==> config.mk <==
export PLATFORM = sky130hd
export DESIGN_NAME = shake_and_motion_detector_flat
export DESIGN_NICKNAME = d
export VERILOG_FILES = /design/src/smd_pkg.sv /design/src/smd_intf.sv /design/src/shake_and_motion_detector.sv /design/src/flat_wrapper.sv
export VERILOG_INCLUDE_DIRS = /design/src /design/src/src
export SDC_FILE = /design/constraint.sdc
export NUM_CORES = 2
export LEC_CHECK = 0
export BUFFER_PORTS_ARGS = -buffer_cell sky130_fd_sc_hd__buf_2
export CELL_PAD_IN_SITES_DETAIL_PLACEMENT = 0
export CELL_PAD_IN_SITES_GLOBAL_PLACEMENT = 2
export CORE_UTILIZATION = 40
export DETAILED_ROUTE_END_ITERATION = 8
export MAX_ROUTING_LAYER = met4
export PLACE_DENSITY = 0.86
export SETUP_SLACK_MARGIN = 0.5
export SYNTH_ARGS = -nofsm -noshare
export SYNTH_HDL_FRONTEND = slang
export SYNTH_SLANG_ARGS = --single-unit
==> constraint.sdc <==
create_clock -name i_clk -period 10.4 [get_ports i_clk]
set_input_delay 2.08 -clock i_clk [delete_from_list [all_inputs] [get_ports i_clk]]
set_output_delay 2.08 -clock i_clk [all_outputs]
set_load 0.02 [all_outputs]
==> src/shake_and_motion_detector_defines.svh <==
// Assertion macros for the shake and motion detector.
// Included by RTL files that carry concurrent checks; no other dependencies.
`ifndef SHAKE_AND_MOTION_DETECTOR_DEFINES_SVH
`define SHAKE_AND_MOTION_DETECTOR_DEFINES_SVH

`ifndef SYNTHESIS

// Same-cycle implication, disabled during reset.
`define SMD_ASSERT_SAME(label, clk, rst_n, ante, cons) \
    label: assert property (@(posedge clk) disable iff (!rst_n) (ante) |-> (cons)) \
        else $error("smd assertion failed");

// Next-cycle implication, disabled during reset.
`define SMD_ASSERT_NEXT(label, clk, rst_n, ante, cons) \
    label: assert property (@(posedge clk) disable iff (!rst_n) (ante) |=> (cons)) \
        else $error("smd assertion failed");

`else

`define SMD_ASSERT_SAME(label, clk, rst_n, ante, cons)
`define SMD_ASSERT_NEXT(label, clk, rst_n, ante, cons)

`endif

`endif

==> src/smd_pkg.sv <==
// Shared types and constants for the shake and motion detector.
// No dependencies; imported by the configuration channel interface, the top level and the testbench.
package smd_pkg;

    localparam int CFG_IDX_W  = 3;
    localparam int CFG_DATA_W = 24;
    localparam int CFG_TIME_W = 24;
    localparam int DELTA_W    = 16;
    localparam int NEED_W     = 4;
    localparam int LEVEL_W    = 2;
    localparam int HIT_W      = 8;
    localparam int THR_W      = 14;

    localparam logic [CFG_IDX_W-1:0] CFG_SENSITIVITY   = 3'd0;
    localparam logic [CFG_IDX_W-1:0] CFG_MOTION_DELTA  = 3'd1;
    localparam logic [CFG_IDX_W-1:0] CFG_MOTION_NEED   = 3'd2;
    localparam logic [CFG_IDX_W-1:0] CFG_MOTION_COOL   = 3'd3;
    localparam logic [CFG_IDX_W-1:0] CFG_SHAKE_NEED    = 3'd4;
    localparam logic [CFG_IDX_W-1:0] CFG_SHAKE_WINDOW  = 3'd5;
    localparam logic [CFG_IDX_W-1:0] CFG_SHAKE_COOL    = 3'd6;

    localparam logic [LEVEL_W-1:0] LEVEL_LOW = 2'd0;
    localparam logic [LEVEL_W-1:0] LEVEL_MID = 2'd1;

    localparam logic [LEVEL_W-1:0]    RST_SENSITIVITY  = 2'd1;
    localparam logic [DELTA_W-1:0]    RST_MOTION_DELTA = 16'd1128;
    localparam logic [NEED_W-1:0]     RST_MOTION_NEED  = 4'd2;
    localparam logic [CFG_TIME_W-1:0] RST_MOTION_COOL  = 24'd1200000;
    localparam logic [NEED_W-1:0]     RST_SHAKE_NEED   = 4'd3;
    localparam logic [CFG_TIME_W-1:0] RST_SHAKE_WINDOW = 24'd500000;
    localparam logic [CFG_TIME_W-1:0] RST_SHAKE_COOL   = 24'd900000;

    localparam logic [THR_W-1:0] GRAVITY_COUNTS = 14'd8192;
    localparam logic [THR_W-1:0] SHAKE_THR_LOW  = 14'd6683;
    localparam logic [THR_W-1:0] SHAKE_THR_MID  = 14'd10024;
    localparam logic [THR_W-1:0] SHAKE_THR_HIGH = 14'd13366;
    localparam logic [HIT_W-1:0] HIT_MAX        = 8'd255;

    typedef enum logic [2:0] {
        ST_IDLE,
        ST_SQUARE,
        ST_ROOT,
        ST_TIME,
        ST_DECIDE
    } t_state;

    typedef enum logic [1:0] {
        TCHK_MOTION_COOL,
        TCHK_SHAKE_WINDOW,
        TCHK_SHAKE_COOL
    } t_time_check;

    function automatic logic [THR_W-1:0] f_shake_thr(input logic [LEVEL_W-1:0] level);
        logic [THR_W-1:0] thr;
        priority if (level == LEVEL_LOW) begin
            thr = SHAKE_THR_LOW;
        end else if (level == LEVEL_MID) begin
            thr = SHAKE_THR_MID;
        end else begin
            thr = SHAKE_THR_HIGH;
        end
        return thr;
    endfunction

    function automatic logic [HIT_W-1:0] f_sat_inc(input logic [HIT_W-1:0] cnt);
        return (cnt == HIT_MAX) ? cnt : cnt + HIT_W'(1);
    endfunction

endpackage

==> src/smd_intf.sv <==
// Valid/ready channel interfaces for samples, results and configuration writes.
// Depends on smd_pkg for configuration field widths.
interface smd_in_if #(
    parameter int ACCEL_BITS = 16,
    parameter int TIME_BITS  = 48
);
    logic                         valid;
    logic                         ready;
    logic signed [ACCEL_BITS-1:0] accel_x;
    logic signed [ACCEL_BITS-1:0] accel_y;
    logic signed [ACCEL_BITS-1:0] accel_z;
    logic [TIME_BITS-1:0]         time_us;

    modport source (output valid, accel_x, accel_y, accel_z, time_us, input ready);
    modport sink   (input valid, accel_x, accel_y, accel_z, time_us, output ready);
endinterface

interface smd_out_if;
    logic valid;
    logic ready;
    logic motion_event;
    logic shake_event;

    modport source (output valid, motion_event, shake_event, input ready);
    modport sink   (input valid, motion_event, shake_event, output ready);
endinterface

interface smd_cfg_if;
    import smd_pkg::*;

    logic                  valid;
    logic                  ready;
    logic [CFG_IDX_W-1:0]  index;
    logic [CFG_DATA_W-1:0] data;

    modport source (output valid, index, data, input ready);
    modport sink   (input valid, index, data, output ready);
endinterface

==> src/shake_and_motion_detector.sv <==
// Shake and motion detector top level; depends on smd_pkg, smd_intf and the defines header.
// A request is taken only in the idle state; squaring, the bit-pair square root loop, the time checks
// and the decision run in turn, and the decision waits while a posted result is not yet taken.
// Squares go through one shared multiplier, time checks through one shared subtract/compare.
// Reset (synchronous, active low) restores register defaults and clears all hit state.
`include "shake_and_motion_detector_defines.svh"

module shake_and_motion_detector #(
    parameter int ACCEL_BITS = 16,
    parameter int TIME_BITS  = 48
) (
    input  logic       i_clk,
    input  logic       i_rst_n,
    smd_in_if.sink     i_sample,
    smd_cfg_if.sink    i_cfg,
    smd_out_if.source  o_result
);
    import smd_pkg::*;

    localparam int SW        = 2 * ACCEL_BITS + 2;
    localparam int CW        = $clog2(ACCEL_BITS + 2);
    localparam int ROOT_LAST = ACCEL_BITS;
    localparam int SQ_LAST   = 3;
    localparam int TM_LAST   = 2;

    t_state r_state, n_state;
    logic [CW-1:0] r_step;

    logic [LEVEL_W-1:0]    r_sens;
    logic [DELTA_W-1:0]    r_motion_delta;
    logic [NEED_W-1:0]     r_motion_need;
    logic [CFG_TIME_W-1:0] r_motion_cool;
    logic [NEED_W-1:0]     r_shake_need;
    logic [CFG_TIME_W-1:0] r_shake_window;
    logic [CFG_TIME_W-1:0] r_shake_cool;

    logic [HIT_W-1:0]     r_motion_cnt, n_motion_cnt;
    logic [HIT_W-1:0]     r_shake_cnt, n_shake_cnt;
    logic [TIME_BITS-1:0] r_first_hit, n_first_hit;
    logic [TIME_BITS-1:0] r_last_shake, n_last_shake;
    logic [TIME_BITS-1:0] r_last_motion, n_last_motion;

    logic                  r_out_valid;
    logic                  r_out_motion, n_out_motion;
    logic                  r_out_shake, n_out_shake;

    logic [ACCEL_BITS-1:0]   r_ax, r_ay, r_az;
    logic [TIME_BITS-1:0]    r_now;
    logic [2*ACCEL_BITS-1:0] r_prod;
    logic [SW-1:0]           r_rem;
    logic [SW-1:0]           r_res;
    logic [SW-1:0]           r_bit;
    logic [SW-1:0]           r_delta;
    logic                    r_motion_ok;
    logic                    r_window_exp;
    logic                    r_shake_ok;

    logic in_ready;
    logic dec_go;
    logic step_last;

    logic [ACCEL_BITS-1:0] sq_sel;
    logic [SW:0]           root_trial;
    logic                  root_take;
    logic [TIME_BITS-1:0]  tm_ref;
    logic [TIME_BITS-1:0]  tm_thr;
    logic [TIME_BITS-1:0]  tm_diff;
    logic                  tm_pass;
    t_time_check           tm_sel;
    logic                  motion_hit;
    logic                  shake_hit;
    logic [HIT_W-1:0]      motion_inc;
    logic [HIT_W-1:0]      shake_next;

    function automatic logic [ACCEL_BITS-1:0] f_abs(input logic [ACCEL_BITS-1:0] v);
        return v[ACCEL_BITS-1] ? (~v + ACCEL_BITS'(1)) : v;
    endfunction

    assign i_cfg.ready           = 1'b1;
    assign i_sample.ready        = in_ready;
    assign o_result.valid        = r_out_valid;
    assign o_result.motion_event = r_out_motion;
    assign o_result.shake_event  = r_out_shake;

    // Sequencer control
    always_comb begin
        in_ready  = 1'b0;
        dec_go    = 1'b0;
        step_last = 1'b0;
        unique case (r_state)
            ST_IDLE:   in_ready  = 1'b1;
            ST_SQUARE: step_last = (r_step == CW'(SQ_LAST));
            ST_ROOT:   step_last = (r_step == CW'(ROOT_LAST));
            ST_TIME:   step_last = (r_step == CW'(TM_LAST));
            ST_DECIDE: dec_go    = !r_out_valid || o_result.ready;
            default:   in_ready  = 1'b0;
        endcase
    end

    always_comb begin
        n_state = r_state;
        unique case (r_state)
            ST_IDLE:   if (i_sample.valid) n_state = ST_SQUARE;
            ST_SQUARE: if (step_last) n_state = ST_ROOT;
            ST_ROOT:   if (step_last) n_state = ST_TIME;
            ST_TIME:   if (step_last) n_state = ST_DECIDE;
            ST_DECIDE: if (dec_go) n_state = ST_IDLE;
            default:   n_state = ST_IDLE;
        endcase
    end

    // Shared multiplier operand
    always_comb begin
        unique case (r_step[1:0])
            2'd0:    sq_sel = r_ax;
            2'd1:    sq_sel = r_ay;
            default: sq_sel = r_az;
        endcase
    end

    assign root_trial = {1'b0, r_res} + {1'b0, r_bit};
    assign root_take  = ({1'b0, r_rem} >= root_trial);

    // Shared time difference unit
    assign tm_sel = t_time_check'(r_step[1:0]);
    always_comb begin
        unique case (tm_sel)
            TCHK_MOTION_COOL: begin
                tm_ref = r_last_motion;
                tm_thr = TIME_BITS'(r_motion_cool);
            end
            TCHK_SHAKE_WINDOW: begin
                tm_ref = r_first_hit;
                tm_thr = TIME_BITS'(r_shake_window) + TIME_BITS'(1);
            end
            default: begin
                tm_ref = r_last_shake;
                tm_thr = TIME_BITS'(r_shake_cool) + TIME_BITS'(1);
            end
        endcase
    end
    assign tm_diff = r_now - tm_ref;
    assign tm_pass = (tm_diff >= tm_thr);

    // Event decision
    assign motion_hit = (r_delta >= SW'(r_motion_delta));
    assign shake_hit  = (r_delta >= SW'(f_shake_thr(r_sens)));
    assign motion_inc = f_sat_inc(r_motion_cnt);
    assign shake_next = ((r_shake_cnt == '0) || r_window_exp) ? HIT_W'(1)
                                                              : f_sat_inc(r_shake_cnt);

    always_comb begin
        n_motion_cnt  = r_motion_cnt;
        n_last_motion = r_last_motion;
        n_out_motion  = 1'b0;
        if (motion_hit) begin
            if ((motion_inc >= HIT_W'(r_motion_need)) && r_motion_ok) begin
                n_motion_cnt  = '0;
                n_last_motion = r_now;
                n_out_motion  = 1'b1;
            end else begin
                n_motion_cnt = motion_inc;
            end
        end else begin
            n_motion_cnt = '0;
        end

        n_shake_cnt  = r_shake_cnt;
        n_first_hit  = r_first_hit;
        n_last_shake = r_last_shake;
        n_out_shake  = 1'b0;
        if (shake_hit) begin
            if ((r_shake_cnt == '0) || r_window_exp) begin
                n_first_hit = r_now;
            end
            if ((shake_next >= HIT_W'(r_shake_need)) && r_shake_ok) begin
                n_shake_cnt  = '0;
                n_last_shake = r_now;
                n_out_shake  = 1'b1;
            end else begin
                n_shake_cnt = shake_next;
            end
        end else if ((r_shake_cnt != '0) && r_window_exp) begin
            n_shake_cnt = '0;
        end
    end

    // Control state
    always_ff @(posedge i_clk) begin
        if (!i_rst_n) begin
            r_state        <= ST_IDLE;
            r_step         <= '0;
            r_out_valid    <= 1'b0;
            r_motion_cnt   <= '0;
            r_shake_cnt    <= '0;
            r_first_hit    <= '0;
            r_last_shake   <= '0;
            r_last_motion  <= '0;
            r_sens         <= RST_SENSITIVITY;
            r_motion_delta <= RST_MOTION_DELTA;
            r_motion_need  <= RST_MOTION_NEED;
            r_motion_cool  <= RST_MOTION_COOL;
            r_shake_need   <= RST_SHAKE_NEED;
            r_shake_window <= RST_SHAKE_WINDOW;
            r_shake_cool   <= RST_SHAKE_COOL;
        end else begin
            r_state <= n_state;
            if (r_state != n_state || r_state == ST_IDLE) begin
                r_step <= '0;
            end else begin
                r_step <= r_step + CW'(1);
            end

            if (r_state == ST_DECIDE && dec_go) begin
                r_out_valid   <= 1'b1;
                r_motion_cnt  <= n_motion_cnt;
                r_shake_cnt   <= n_shake_cnt;
                r_first_hit   <= n_first_hit;
                r_last_shake  <= n_last_shake;
                r_last_motion <= n_last_motion;
            end else if (r_out_valid && o_result.ready) begin
                r_out_valid <= 1'b0;
            end

            if (i_cfg.valid) begin
                unique case (i_cfg.index)
                    CFG_SENSITIVITY:  r_sens         <= i_cfg.data[LEVEL_W-1:0];
                    CFG_MOTION_DELTA: r_motion_delta <= i_cfg.data[DELTA_W-1:0];
                    CFG_MOTION_NEED:  r_motion_need  <= i_cfg.data[NEED_W-1:0];
                    CFG_MOTION_COOL:  r_motion_cool  <= i_cfg.data[CFG_TIME_W-1:0];
                    CFG_SHAKE_NEED:   r_shake_need   <= i_cfg.data[NEED_W-1:0];
                    CFG_SHAKE_WINDOW: r_shake_window <= i_cfg.data[CFG_TIME_W-1:0];
                    CFG_SHAKE_COOL:   r_shake_cool   <= i_cfg.data[CFG_TIME_W-1:0];
                    default: ;
                endcase
            end
        end
    end

    // Datapath
    always_ff @(posedge i_clk) begin
        unique case (r_state)
            ST_IDLE: begin
                r_ax  <= f_abs(i_sample.accel_x);
                r_ay  <= f_abs(i_sample.accel_y);
                r_az  <= f_abs(i_sample.accel_z);
                r_now <= i_sample.time_us;
                r_rem <= '0;
            end
            ST_SQUARE: begin
                r_prod <= sq_sel * sq_sel;
                if (r_step != '0) begin
                    r_rem <= r_rem + SW'(r_prod);
                end
                r_res <= '0;
                r_bit <= {2'b01, {(SW-2){1'b0}}};
            end
            ST_ROOT: begin
                if (root_take) begin
                    r_rem <= r_rem - root_trial[SW-1:0];
                    r_res <= (r_res >> 1) + r_bit;
                end else begin
                    r_res <= r_res >> 1;
                end
                r_bit <= r_bit >> 2;
            end
            ST_TIME: begin
                if (r_step == '0) begin
                    r_delta <= (r_res >= SW'(GRAVITY_COUNTS)) ? r_res - SW'(GRAVITY_COUNTS)
                                                             : SW'(GRAVITY_COUNTS) - r_res;
                end
                unique case (tm_sel)
                    TCHK_MOTION_COOL:  r_motion_ok  <= tm_pass;
                    TCHK_SHAKE_WINDOW: r_window_exp <= tm_pass;
                    default:           r_shake_ok   <= tm_pass;
                endcase
            end
            ST_DECIDE: begin
                if (dec_go) begin
                    r_out_motion <= n_out_motion;
                    r_out_shake  <= n_out_shake;
                end
            end
            default: ;
        endcase
    end

    `SMD_ASSERT_NEXT(a_accept_starts, i_clk, i_rst_n, i_sample.valid && in_ready, r_state == ST_SQUARE && r_step == '0)
    `SMD_ASSERT_SAME(a_root_bit_onehot, i_clk, i_rst_n, r_state == ST_ROOT, $onehot(r_bit))
    `SMD_ASSERT_SAME(a_root_range, i_clk, i_rst_n, r_state == ST_TIME, r_res[SW-1:ACCEL_BITS+1] == '0)
    `SMD_ASSERT_NEXT(a_decide_posts, i_clk, i_rst_n, r_state == ST_DECIDE && dec_go, r_state == ST_IDLE && r_out_valid)

endmodule

==> src/flat_wrapper.sv <==
// flat-port wrapper written by rule: the top's interface ports become plain ports
module shake_and_motion_detector_flat import smd_pkg::*;
#(
    parameter int ACCEL_BITS = 16,
    parameter int TIME_BITS  = 48
)
  (i_clk, i_rst_n, i_sample_valid, i_sample_accel_x, i_sample_accel_y, i_sample_accel_z, i_sample_time_us, i_sample_ready, i_cfg_valid, i_cfg_index, i_cfg_data, i_cfg_ready, o_result_valid, o_result_motion_event, o_result_shake_event, o_result_ready);
  smd_in_if #(.ACCEL_BITS(ACCEL_BITS), .TIME_BITS(TIME_BITS)) i_sample_i ();
  smd_cfg_if i_cfg_i ();
  smd_out_if o_result_i ();
  input  logic i_clk;
  input  logic i_rst_n;
  input wire logic [$bits(i_sample_i.valid)-1:0] i_sample_valid;
  input wire logic [$bits(i_sample_i.accel_x)-1:0] i_sample_accel_x;
  input wire logic [$bits(i_sample_i.accel_y)-1:0] i_sample_accel_y;
  input wire logic [$bits(i_sample_i.accel_z)-1:0] i_sample_accel_z;
  input wire logic [$bits(i_sample_i.time_us)-1:0] i_sample_time_us;
  output wire logic [$bits(i_sample_i.ready)-1:0] i_sample_ready;
  input wire logic [$bits(i_cfg_i.valid)-1:0] i_cfg_valid;
  input wire logic [$bits(i_cfg_i.index)-1:0] i_cfg_index;
  input wire logic [$bits(i_cfg_i.data)-1:0] i_cfg_data;
  output wire logic [$bits(i_cfg_i.ready)-1:0] i_cfg_ready;
  output wire logic [$bits(o_result_i.valid)-1:0] o_result_valid;
  output wire logic [$bits(o_result_i.motion_event)-1:0] o_result_motion_event;
  output wire logic [$bits(o_result_i.shake_event)-1:0] o_result_shake_event;
  input wire logic [$bits(o_result_i.ready)-1:0] o_result_ready;
  assign i_sample_i.valid = i_sample_valid;
  assign i_sample_i.accel_x = i_sample_accel_x;
  assign i_sample_i.accel_y = i_sample_accel_y;
  assign i_sample_i.accel_z = i_sample_accel_z;
  assign i_sample_i.time_us = i_sample_time_us;
  assign i_sample_ready = i_sample_i.ready;
  assign i_cfg_i.valid = i_cfg_valid;
  assign i_cfg_i.index = i_cfg_index;
  assign i_cfg_i.data = i_cfg_data;
  assign i_cfg_ready = i_cfg_i.ready;
  assign o_result_valid = o_result_i.valid;
  assign o_result_motion_event = o_result_i.motion_event;
  assign o_result_shake_event = o_result_i.shake_event;
  assign o_result_i.ready = o_result_ready;
  shake_and_motion_detector #(.ACCEL_BITS(ACCEL_BITS), .TIME_BITS(TIME_BITS)) u_core (.i_clk(i_clk), .i_rst_n(i_rst_n), .i_sample(i_sample_i), .i_cfg(i_cfg_i), .o_result(o_result_i));
endmodule
Word level (Yosys, flattened, before mapping)

Cells that the tools add are included.

Bits in registers: 536
Bits of input ports: 128
Output and inout port bits: 5
Logic and storage cells: 156

Add/subtract/negate cells: 15
Multiply operators: 1
Magnitude comparators: 7
Equality and inequality tests: 20
Multiplexer cells: 36
Bitwise logic cells: 5
Reductions and logical operators: 40

Operators by type and width:

| kind                     | count |
|---|---|
| $pmux W48 S2             | 2 |
| $mux W34                 | 4 |
| $pmux W34 S2             | 2 |
| $pmux W34 S3             | 1 |
| $mux W8                  | 8 |
| $add A24 B1 Y25 const B  | 2 |
| $add A16 B1 Y16 const B  | 3 |
| $ge A48 B48 Y1           | 1 |
| $not A16 Y16             | 3 |
| $sub A48 B48 Y48         | 1 |
| $mux W15                 | 3 |
| $add A34 B34 Y35         | 1 |
| $ge A34 B35 Y1           | 1 |
| $add A33 B34 Y34         | 1 |
| $add A34 B32 Y34         | 1 |
| $ge A34 B14 Y1           | 1 |
| $ge A34 B14 Y1 const B   | 1 |
| $ge A34 B16 Y1           | 1 |
| $sub A14 B34 Y34 const A | 1 |
| $sub A34 B14 Y34 const B | 1 |
| $sub A34 B34 Y34         | 1 |
| $mul A16 B16 Y32         | 1 |
| $pmux W16 S2             | 1 |
| $reduce_and A2 Y1        | 13 |
| other kinds (32)         | 69 |

Depth between registers and ports, before layout

Depth after elaboration: 8
Gate-level depth with buffers: 35
Mapped depth without buffers: 31

Worst setup path before layout

OpenSTA, ideal clock, no wires.

Kind: register to output
Start point: register u_core.r_state[0]
End point: output i_sample_ready
Arrival: 7498 ps
Data required time: 8320 ps
Slack: 822 ps
Cell stages (with the launch flop): 3
Buffers on the path: 1
Cell sequence: dfxtp_1 > clkbuf_1 > nor3_1

Cells in the longest elaborated chain, start to end: 2

Ends and longest elaborated chain:

| element                | RTL line                         | source |
|---|---|---|
| from (decl)            | shake_and_motion_detector.sv:26  | `t_state r_state, n_state;` |
| from (signal assigned) | shake_and_motion_detector.sv:207 | `r_state <= n_state;` |
| $logic_not A3 Y1       | shake_and_motion_detector.sv:90  | `unique case (r_state)` |
| $mux W1                | shake_and_motion_detector.sv:90  |  |
| to (decl)              | flat_wrapper.sv:18               | `output wire logic [$bits(i_sample_i.ready)-1:0] i_sample_ready;` |

No other way between the ends.

Worst setup path in the final report

Start point: register u_core.r_step[0]
End point: register u_core.r_prod[31], data pin

Cells in the longest elaborated chain, start to end: 3
Elaborated cells between the ends (all ways): 4
Those cells by class: 1 x mul; 1 x eq/ne; 1 x mux; 1 x reduce/logical

Ends and longest elaborated chain:

| element                                          | RTL line                         | source |
|---|---|---|
| from (decl)                                      | shake_and_motion_detector.sv:27  | `logic [CW-1:0] r_step;` |
| from (signal assigned)                           | shake_and_motion_detector.sv:211 | `r_step <= r_step + CW'(1);` |
| $eq A2 B1 Y1 or $logic_not A2 Y1 (tied branches) | shake_and_motion_detector.sv:114 | `unique case (r_step[1:0])` |
| $pmux W16 S2 *                                   | shake_and_motion_detector.sv:114 |  |
| $mul A16 B16 Y32 *                               | shake_and_motion_detector.sv:251 | `r_prod <= sq_sel * sq_sel;` |
| to (signal assigned)                             | shake_and_motion_detector.sv:251 |  |
| to (decl)                                        | shake_and_motion_detector.sv:49  | `logic [2*ACCEL_BITS-1:0] r_prod;` |

Mark *: on every way between the ends. The rest lies on a longest branch, timed or not.
A chain may end at the register's enable or synchronous reset.

==> flow_summary.toml <==
[yosys]
synth_most_common_cell = "nand2_1"
syn_nets = 5096
synth_edf_count = 251
synth.avg_cell_area_um2 = 8.80
ys_seq_area_share_pct = 32.7
synth_common_cells = "nand2_1 (582), inv_1 (327), ha_1 (323)"
post-synth-top-area-cell = "edfxtp_1"
yosys_warnings = 0
synthCells = 4479
synth-adder-area-share_pct = 18.7
synthFlopType = "dfxtp_1"
synth_compound_area_share_pct = 16.3
synth.area.top_cells = "edfxtp_1 (19%), dfxtp_1 (14%), ha_1 (10%)"
synth_mux_area_share_pct = 2.44
synth_seq_cells = 518
synth_top_area_share_pct = 19.1
synth_top_family_by_area = "adder cells"
synth-async-reset-ratio_pct = 0
synthXorXnorAreaFrac_pct = 6.09
synth-simple-area-share_pct = 18.5
syn_area_um2 = 39400
synth_cell_type_count = 86

[timing]
skew_ps = 28.0
hold_viol_final = 0
rsz0062_at_grt = "false"
slew_violations = 0
fin_worst_hold_slack_ps = 464
tns_ps = 0
worstMarginPinSlew_ps = 1240
period_share_pct = 87.7
slew_headroom_pct = 17.5
period_needed_ps = 9120
fmax_mhz = 110
setup_viol = 0

[clocking]
cts_sinks = 518
clock_latency_ps = 650
cts_buffer_depth = 3
clk_pin_slew_ps = 70
hold_buffers = 0
ctsResizeCount = 0
tritoncts = "yes"
cts_root_buf = "clkbuf_16"
htreeDepth = 2
postCtsSetupRepairBufs = 0
numCtsBuffers = 61

[die]
die_y_um = 316
die_w_um = 316
ios = 133
coreArea_um2 = 97100
die-area_um2 = 99800
num_rows = 114
initial_core_util_pct = 40.6

[critical_path]
arrival_ps = 9520
path_class = "register to register"
crit_family = "adder cells"
critPathLaunchType = "register"
slowest_stage = "o21ai_1"
critPathCaptureType = "register"
critPathMaxStageDelay_ps = 650
crit_fanout = 19
crit_buf_inv = 7
crit_required_ps = 10800

[worst_hold_path]
holdCritPathClass = "register to register"

[cells_and_area]
nNetsFinal = 5116
fin_cells = 5830
post-route-cell-area_um2 = 43200
layout-area-overhead-vs-synth_pct = 9.63
drive_above_1_share_pct = 7.07
fill_cells = 9576

[status]
outcome = "complete, no violations"

[grt]
grt_antenna_before_repair = 3
grt_usage_pct = 21.8
grt_pass1_vias = 30227
grt_pass1_wl_um = 170000
grt_max_degree = 102
globalRouteOverflowTotal = 0

[drt]
vias = 31214
drt_wl_total_um = 107000
wl_met3_um = 3970
wl_per_cell_um = 18.3
via_per_inst = 5.35
ant_nets = 0
dr_wl_met2_um = 50500
wl_met1_um = 50700
drtIter0Drc = 2136
drc = 0
top_layer_used = "met4"
dr.pass1.iters = 5

[placement]
place_congestion = 0.859
portBuffers = 131
dpl.hpwl_um = 79200
dpl_cell_area_um2 = 41200
dp_cells = 5712

[job]
max_cap_viol_count = 0
==> flip-flops by register name, summed over array words and instances, names as in the netlist, 8 cells and up <==
register,cells
u_core.r_rem,34
u_core.r_ay,16
u_core.r_ax,16
u_core.r_first_hit,48
u_core.r_delta,34
u_core.r_shake_cool,24
u_core.r_last_shake,48
u_core.r_res,34
u_core.r_motion_cool,24
u_core.r_motion_delta,16
u_core.r_last_motion,48
u_core.r_now,48
u_core.r_prod,31
u_core.r_shake_window,24
u_core.r_shake_cnt,8
u_core.r_bit,17
u_core.r_motion_cnt,8
u_core.r_az,16
==> stage by stage <==
step                utilization [%]  setup slack (ps)
floorplan                         -               822
global placement               42.4              1470
detailed placement             42.4              1330
CTS                            44.5              1310
global route                   44.5               766
finish                         44.5              1280
==> cell type report <==
cell class              instances  area, um2  area share [%]
multi-input cells            3417      24500            56.8
repair buffers                167        932            2.16
diodes                          2       5.00          0.0116
clock buffers                  76       1630            3.78
clock inverters                40        379           0.877
well taps                    1276       1600            3.69
inverters                     334       1250            2.90
flip-flops and latches        518      12900            29.8
==> cells by family (layout without fill, tap and decap cells) <==
logic type	Yosys count	in the layout
simple gates	1550	1550
compound gates	1008	1008
buf+inv	544	617
flops	518	518
fa+ha+maj	489	489
xor+xnor	274	274
mux	95	95
other cells	1	3
==> worst register-to-register path: cells and delay by family (launching register included) <==
family,cells,cell delay [ps]
AND/OR/NAND/NOR,3,930
adder cells (fa/ha/maj),8,3650
flip-flops,1,480
buffers and inverters,7,960
XOR/XNOR,1,80
AO/OA/AOI/OAI,9,2770
==> metal layers <==
metal | vias up | global-route usage, %
met3 | 111 | 2.19
met4 | 0 | 3.92
met5 | - | -
met1 | 15052 | 29.9
met2 | 493 | 35.2
li1 | 15558 | -
==> cells in the final DEF (no fill, tap or decap), drive strengths merged, types with 47 or more instances in the layout <==
cell type	count
nor2b	156
xor2	125
nor2	293
a21oi	171
edfxtp	251
xnor2	149
fa	166
a21boi	165
buf	167
nor3	74
ha	323
inv	331
o21a	47
o21ai	321
nand2	582
clkbuf	76
a21o	73
a31oi	47
dfxtp	267
mux2i	87
nand3	193
==> worst paths after layout <==
kind | cells past startpoint | slack (ps) | endpoint | from
max | 28 | 1280 | u_core.r_prod[31]$_DFFE_PP_ | u_core.r_step[0]$_SDFF_PP0_
min | 2 | 460 | u_core.r_first_hit[38]$_SDFFE_PN0P_ | u_core.r_first_hit[38]$_SDFFE_PN0P_
max reg2reg | 28 | 1280 | u_core.r_prod[31]$_DFFE_PP_ | u_core.r_step[0]$_SDFF_PP0_
min reg2reg | 2 | 460 | u_core.r_first_hit[38]$_SDFFE_PN0P_ | u_core.r_first_hit[38]$_SDFFE_PN0P_
Power is left out: the tool's default activity adds up to more than one toggle a clock period on the data nets, which glitch-free logic cannot reach.
